File: src/rtl/ppfp_pkg.sv
// Package for the pan position frame parser.
// Frame constants, status codes and the verdict struct; no dependencies.
`default_nettype none

package ppfp_pkg;

  localparam logic [7:0]  HEAD_BYTE   = 8'hFF;
  localparam logic [7:0]  ADDR_BYTE   = 8'h01;
  localparam logic [7:0]  PAN_REPLY   = 8'h59;
  localparam logic [15:0] ANGLE_LIMIT = 16'd36000;  // 360 degrees in hundredths
  localparam logic [3:0]  LAST_POS    = 4'd6;       // position of checksum byte
  localparam logic [3:0]  COUNT_MAX   = 4'd8;

  localparam logic [1:0] ST_ANGLE    = 2'd0;
  localparam logic [1:0] ST_REJECT   = 2'd1;
  localparam logic [1:0] ST_NO_ANGLE = 2'd2;

  typedef struct packed {
    logic [1:0]  status;
    logic [15:0] pan_angle;
  } verdict_t;

endpackage

`default_nettype wire

File: src/rtl/ppfp_frame_acc.sv
// Frame accumulator: byte position, running checksum, header check and
// captured reply bytes; forms the verdict on the frame-end beat. Uses ppfp_pkg.
`default_nettype none

module ppfp_frame_acc
  import ppfp_pkg::*;
(
  input  wire logic       clk,
  input  wire logic       rst_n,
  input  wire logic       beat_en,
  input  wire logic [7:0] data_byte,
  input  wire logic       frame_end,
  input  wire logic       large_unit,
  output verdict_t        verdict
);

  logic [3:0]  byte_count_r, byte_count_nxt;
  logic [7:0]  running_sum_r, running_sum_nxt;
  logic        header_bad_r, header_bad_nxt;
  logic [7:0]  command_code_r, command_code_nxt;
  logic [7:0]  angle_high_r, angle_high_nxt;
  logic [7:0]  angle_low_r, angle_low_nxt;
  logic [15:0] value;

  assign value = {angle_high_r, angle_low_r};

  // Verdict for a frame ending on this beat.
  always_comb begin
    verdict.status    = ST_REJECT;
    verdict.pan_angle = '0;
    if (byte_count_r == LAST_POS && !header_bad_r && data_byte == running_sum_r) begin
      if (command_code_r == PAN_REPLY && !large_unit && value < ANGLE_LIMIT) begin
        verdict.status    = ST_ANGLE;
        verdict.pan_angle = value;
      end else begin
        verdict.status = ST_NO_ANGLE;
      end
    end
  end

  always_comb begin
    byte_count_nxt   = byte_count_r;
    running_sum_nxt  = running_sum_r;
    header_bad_nxt   = header_bad_r;
    command_code_nxt = command_code_r;
    angle_high_nxt   = angle_high_r;
    angle_low_nxt    = angle_low_r;
    if (beat_en) begin
      if (frame_end) begin
        byte_count_nxt   = '0;
        running_sum_nxt  = '0;
        header_bad_nxt   = 1'b0;
        command_code_nxt = '0;
        angle_high_nxt   = '0;
        angle_low_nxt    = '0;
      end else begin
        if (byte_count_r == 4'd0 && data_byte != HEAD_BYTE) header_bad_nxt = 1'b1;
        if (byte_count_r == 4'd1 && data_byte != ADDR_BYTE) header_bad_nxt = 1'b1;
        if (byte_count_r >= 4'd1 && byte_count_r <= 4'd5)
          running_sum_nxt = running_sum_r + data_byte;
        if (byte_count_r == 4'd3) command_code_nxt = data_byte;
        if (byte_count_r == 4'd4) angle_high_nxt = data_byte;
        if (byte_count_r == 4'd5) angle_low_nxt = data_byte;
        if (byte_count_r < COUNT_MAX) byte_count_nxt = byte_count_r + 4'd1;
      end
    end
  end

  always_ff @(posedge clk) begin
    if (!rst_n) begin
      byte_count_r   <= '0;
      running_sum_r  <= '0;
      header_bad_r   <= 1'b0;
      command_code_r <= '0;
      angle_high_r   <= '0;
      angle_low_r    <= '0;
    end else begin
      byte_count_r   <= byte_count_nxt;
      running_sum_r  <= running_sum_nxt;
      header_bad_r   <= header_bad_nxt;
      command_code_r <= command_code_nxt;
      angle_high_r   <= angle_high_nxt;
      angle_low_r    <= angle_low_nxt;
    end
  end

  a_count_bounded: assert property (@(posedge clk) disable iff (!rst_n)
    byte_count_r <= COUNT_MAX)
    else $error("byte counter past saturation");

  a_clear_after_end: assert property (@(posedge clk) disable iff (!rst_n)
    beat_en && frame_end |=> byte_count_r == 4'd0 && running_sum_r == 8'd0 && !header_bad_r)
    else $error("frame state not cleared after frame end");

  a_header_sticky: assert property (@(posedge clk) disable iff (!rst_n)
    header_bad_r && !(beat_en && frame_end) |=> header_bad_r)
    else $error("header error dropped inside a frame");

endmodule

`default_nettype wire

File: src/rtl/pan_position_frame_parser_core.sv
// Top level of the pan position frame parser: stream ports, config register
// and result register. Uses ppfp_pkg and ppfp_frame_acc.
//
// Usage:
//   in_*  : one received frame byte per beat in in_tdata, in_tlast on the
//           last byte of a packet.
//   out_* : one status beat per frame end; nothing for other bytes.
//   cfg_* : cfg_wr_en loads cfg_wr_data into large_unit (1 = large unit,
//           angle reports suppressed). Write only while idle.
// Frames of exactly 7 bytes starting FF 01 with a mod-256 checksum of
// bytes 1..5 in byte 6 are valid. A valid 0x59 reply of a small unit
// with an angle below 36000 reports the angle (status 0); other valid
// frames give status 2; anything else gives status 1.
// Timing: one byte accepted per cycle unless stalled; the status beat appears
// the cycle after the frame-end byte is accepted. The single result
// register sets the rate: in_tready is high while it is empty or being
// drained this cycle, so input keeps flowing at one beat per cycle as long
// as the receiver takes results.
// Stall: while a result waits and out_tready is low, in_tready drops and
// the result holds steady.
// Reset (rst_n low, synchronous): frame state cleared, large_unit = 0,
// no result pending.
`default_nettype none

module pan_position_frame_parser_core
  import ppfp_pkg::*;
(
  input  wire logic        clk,
  input  wire logic        rst_n,
  // config
  input  wire logic        cfg_wr_en,
  input  wire logic        cfg_wr_data,   // large_unit
  // input stream
  input  wire logic        in_tvalid,
  output logic             in_tready,
  input  wire logic [7:0]  in_tdata,      // [7:0] data_byte
  input  wire logic        in_tlast,      // frame_end
  // result stream
  output logic             out_tvalid,
  input  wire logic        out_tready,
  output logic [23:0]      out_tdata      // [1:0] status, [17:2] pan_angle, [23:18] zero
);

  logic     large_unit_r;
  logic     out_valid_r, out_valid_nxt;
  verdict_t result_r;
  verdict_t verdict;
  logic     in_beat;

  assign in_tready = !out_valid_r || out_tready;
  assign in_beat   = in_tvalid && in_tready;

  ppfp_frame_acc u_acc (
    .clk        (clk),
    .rst_n      (rst_n),
    .beat_en    (in_beat),
    .data_byte  (in_tdata),
    .frame_end  (in_tlast),
    .large_unit (large_unit_r),
    .verdict    (verdict)
  );

  // config register
  always_ff @(posedge clk) begin
    if (!rst_n) begin
      large_unit_r <= 1'b0;
    end else if (cfg_wr_en) begin
      large_unit_r <= cfg_wr_data;
    end
  end

  // result register: loads on a frame-end beat, empties when taken
  always_comb begin
    out_valid_nxt = out_valid_r;
    if (out_valid_r && out_tready) out_valid_nxt = 1'b0;
    if (in_beat && in_tlast) out_valid_nxt = 1'b1;
  end

  always_ff @(posedge clk) begin
    if (!rst_n) begin
      out_valid_r <= 1'b0;
    end else begin
      out_valid_r <= out_valid_nxt;
    end
  end

  always_ff @(posedge clk) begin
    if (in_beat && in_tlast) begin
      result_r <= verdict;
    end
  end

  assign out_tvalid = out_valid_r;
  assign out_tdata  = {6'd0, result_r.pan_angle, result_r.status};

  a_angle_range: assert property (@(posedge clk) disable iff (!rst_n)
    out_tvalid && result_r.status == ST_ANGLE |-> result_r.pan_angle < ANGLE_LIMIT)
    else $error("reported angle out of range");

  a_angle_zero: assert property (@(posedge clk) disable iff (!rst_n)
    out_tvalid && result_r.status != ST_ANGLE |-> result_r.pan_angle == 16'd0)
    else $error("angle nonzero without angle status");

  a_status_code: assert property (@(posedge clk) disable iff (!rst_n)
    out_tvalid |-> result_r.status != 2'd3)
    else $error("undefined status code");

  a_end_gives_result: assert property (@(posedge clk) disable iff (!rst_n)
    in_tvalid && in_tready && in_tlast |=> out_tvalid)
    else $error("frame end without result");

  a_byte_no_result: assert property (@(posedge clk) disable iff (!rst_n)
    !(in_tvalid && in_tready && in_tlast) && (!out_tvalid || out_tready) |=> !out_tvalid)
    else $error("result without frame end");

endmodule

`default_nettype wire
File: config.mk
export PLATFORM = sky130hd
export DESIGN_NAME = pan_position_frame_parser_core
export DESIGN_NICKNAME = d
export VERILOG_FILES = /design/src/rtl/ppfp_pkg.sv /design/src/rtl/ppfp_frame_acc.sv /design/src/rtl/pan_position_frame_parser_core.sv
export SDC_FILE = /design/constraint.sdc
export NUM_CORES = 1
export LEC_CHECK = 0
export CORE_AREA = 2 2 74 76
export CTS_CLUSTER_SIZE = 16
export DETAILED_ROUTE_END_ITERATION = 6
export DIE_AREA = 0 0 76 78
export DONT_BUFFER_PORTS = 1
export MAX_ROUTING_LAYER = met4
export PLACE_DENSITY = 0.71
export SLEW_MARGIN = 5
export SYNTH_ARGS = -nofsm -noshare
export SYNTH_HDL_FRONTEND = slang
export SYNTH_SLANG_ARGS = --single-unit
File: constraint.sdc
create_clock -name clk -period 1.88 [get_ports clk]
set_clock_uncertainty 0.05 [all_clocks]
set_input_delay 0.282 -clock clk [delete_from_list [all_inputs] [get_ports clk]]
set_output_delay 0.282 -clock clk [all_outputs]
set_load 0.02 [all_outputs]
==> results.md <==
- Slowest CP cell: or4b_1
- Crit path launch type: flip-flop
- Slew Limit Fails: 0
- Crit path kind: reg2reg
- Most common cell in the netlist: dfxtp_1
- Worst reg2reg setup slack: 0.02 ns
- Initial antenna violation count: 0
- Syn_area_per_cell: 9.81 µm²
- Area leader, netlist: dfxtp_1
- Rows: 26
- Antenna-violating nets left: 0
- Vias in the first global route: roughly 2100
- Cell Int Power: around 2.1 mW
- CTS tree: yes
- Routed WL: 5850 µm
- Crit. End Element: flip-flop
- Buf+Inv Stages, Crit Path: 0
- Root Driver: clkbuf_8
- Net switching power: 0.693 mW
- Fin crit share: 98.7%
- Placed Cells: 369
- Placer Congestion: 0.881
- Via count: 2167
- MaxCap Viol Count: 0
- Post-synth EDFFs: 18
- Via density: 5.50
- Die Area: slightly below 0.006 mm²
- # setup viols final: 0
- Number of antenna diodes: 0
- Static leakage: around 1.3 nW
- Clock buffer depth: 2
- First-pass iteration count of the detailed router: 5
- DR iter-0 viols: approximately 110
- Delay-heaviest family, CP: simple AND/OR/NAND/NOR gates
- Register bit total from synthesis: 57
- Final nets: 346
- Primary FF master, synth: dfxtp_1
- Most common library cells after synthesis: 39 x dfxtp_1, 28 x a21oi_1, 22 x nor2_1
- Logic pwr share: between 10% and 20%
- Mapped Cells: 290
- Cell Area, Synth: around 0.0028 mm²
- Total congestion overflow: 0
- Minimum clock period: 1.86 ns
- Worst slew margin: 59.3%
- Port Buffers: 0
- First-pass GRT wire length: 9690 µm
- Largest net degree at the start of global routing: 27
- Core ar.: 0.00504 mm²
- Worst VDD drop: 495 µV
- Clk sinks: 57
- Async SR Flop Fraction: 0%
- Worst-path cell chain: ha_4, a211oi_2, o21ai_1, and4_1, or4b_1, a31oi_1
- P&R area growth vs syn: 20.3%
- Crit path DAT: about 2.1 ns
- Clk_lat worst skew: 0.35 ns
- Critical Path RT: around 2.1 ns
- GRT Util Overall: 21.6%
- Sequential area share after synthesis: 46.5%
- Top cell type's share of synthesized area: a little over a quarter
- Clock slew at reported path FFs: 0.07 ns
- Max incr delay on CP: 0.51 ns
- DP HPWL: 4010 µm
- Layout cell share with drive strength beyond 1: 29.9%
- Wirelength per Cell: ~15 µm
- RSZ-0062 raised after global routing: yes
- Sequential Power Share: 48.3%
- Yosys warning count: 0
- Worst-margin pin slew: 0.610 ns
- Synth area leaders: dfxtp_1 27%, edfxtp_1 19%, a21oi_1 4.9%
- Net Sw Frac: 25.0%
- H-tree Lvls: 3
- Die height: 78 µm
- Status: complete, no violations
- Num CTS Buffers: 9
- Die X: 76 µm
- Num ports: slightly above 40
- Final non-filler cell total: 394
- Pwr dens: 809 mW/mm²
- Worst Hold Class: in2reg
- Starting density of the core: between 50% and 60%
- Fin. Hold Viols: 0
- Fmax: 539 MHz
- Worst hold margin: 0.0163 ns
- DR DRC count: 0
- Worst Path Max Fanout: 3
- Clock power frac: 41.2%
- Synth cell types: 56
power by group through the flow:
stage	combinational (mW)	sequential [mW]	clock, mW
after floorplan	0.183	1.36	0
after global placement	0.238	1.36	0
after detailed placement	0.242	1.36	0
after CTS	0.259	1.34	1.16
after global routing	0.317	1.34	1.23
final	0.289	1.34	1.14
cell usage in the layout, fill, tap and decap left out, types with 4 or more instances in the layout:
master    synthesis  final
nand2_1           6      6
or2_2            16     15
a22oi_1           4      4
a21o_1            4      4
buf_4             6     30
ha_4              0      6
nand4_1           5      5
and3_1            8      8
o21ai_0           5      5
dfxtp_1          39     33
xnor2_1           5      4
inv_1             5      5
nand2b_1          8      8
a21oi_1          28     26
clkbuf_8          0     10
o21a_1            8      8
and2_4            0      4
conb_1            1      6
and2_1           16     12
nor2_1           22     22
dfxtp_2           0      6
nand3_1          20     20
ha_1             11      4
edfxtp_1         18     18
cells by family (layout without fill, tap and decap cells):
group	Yosys count	after routing	share of synthesized area, %
adder cells (fa/ha/maj)	12	12	5.54
AO/OA/AOI/OAI	61	61	13.6
AND/OR/NAND/NOR	124	124	26.4
XOR/XNOR	7	7	2.16
multiplexers	1	1	0.352
other	1	6	0.132
buffers and inverters	27	56	5.37
flip-flops	57	57	46.5
cell type report:
class	instances	area [µm²]
multi-input combinational	211	1530
clock inverter	5	55.1
clock buffer	11	141
inverter	6	22.5
tap	70	87.6
timing repair buffer	34	262
sequential	57	1330
fill	389	1620
sequential cells by signal, summed over array words and instances, names as in the netlist:
signal and flops:
u_acc.header_bad_r 1, u_acc.angle_high_r 8, u_acc.angle_low_r 8, u_acc.command_code_r 8, u_acc.byte_count_r 4, u_acc.running_sum_r 8
out_tvalid 1, large_unit_r 1, out_tdata 18
per-stage QoR:
step / cell area [µm²] / power, mW / util, % / TNS, ns / setup WS (ns)
after floorplan: 2860 / 1.55 / - / 0 / 0.0213
after global placement: 3010 / 1.60 / 59.7 / -1.13 / -0.0756
after detailed placement: 3010 / 1.60 / 59.7 / -1.65 / -0.114
after CTS: 3280 / 2.76 / 65.1 / -0.00254 / -0.00254
after global routing: 3420 / 2.89 / 67.9 / -0.793 / -0.0721
final: 3420 / 2.77 / 67.9 / 0 / 0.0243
what timing repair did:
| action | in CTS | in global routing |
|---|---|---|
| pin swaps | 3 | 8 |
| endpoints found under the hold margin | 4 | 1 |
| setup buffers | 2 | 4 |
| endpoints found under the setup margin | 19 | 26 |
| resized for setup | 6 | 24 |
| hold buffers | 1 | 1 |
| gates cloned | 0 | 1 |
worst paths after layout:
check / from / endpoint / cells past startpoint
min reg2reg: u_acc.angle_low_r[0]$_SDFFE_PN0P_ / u_acc.angle_low_r[0]$_SDFFE_PN0P_ / 2
max reg2reg: u_acc.running_sum_r[1]$_SDFFE_PN0P_ / u_acc.running_sum_r[7]$_SDFFE_PN0P_ / 6
max: u_acc.running_sum_r[1]$_SDFFE_PN0P_ / u_acc.running_sum_r[7]$_SDFFE_PN0P_ / 6
min: rst_n / u_acc.command_code_r[5]$_SDFFE_PN0P_ / 1
routing by layer:
| layer | vias to the layer above | part of all wire [%] | track usage [%] |
|---|---|---|---|
| li1 | 1080 | - | - |
| met1 | 1030 | 43 | 25.0 |
| met2 | 48 | 50 | 35.6 |
| met3 | 9 | 5.0 | 6.40 |
| met4 | 0 | 1.6 | 8.73 |
| met5 | - | 0 | - |
worst reg2reg max path, cell delays in order (launching register included):
cell and delay, ns:
dfxtp_2 0.34, ha_4 0.23, a211oi_2 0.18, o21ai_1 0.13, and4_1 0.22, or4b_1 0.51, a31oi_1 0.13
Note: power is estimated with default switching activity, not from simulation.
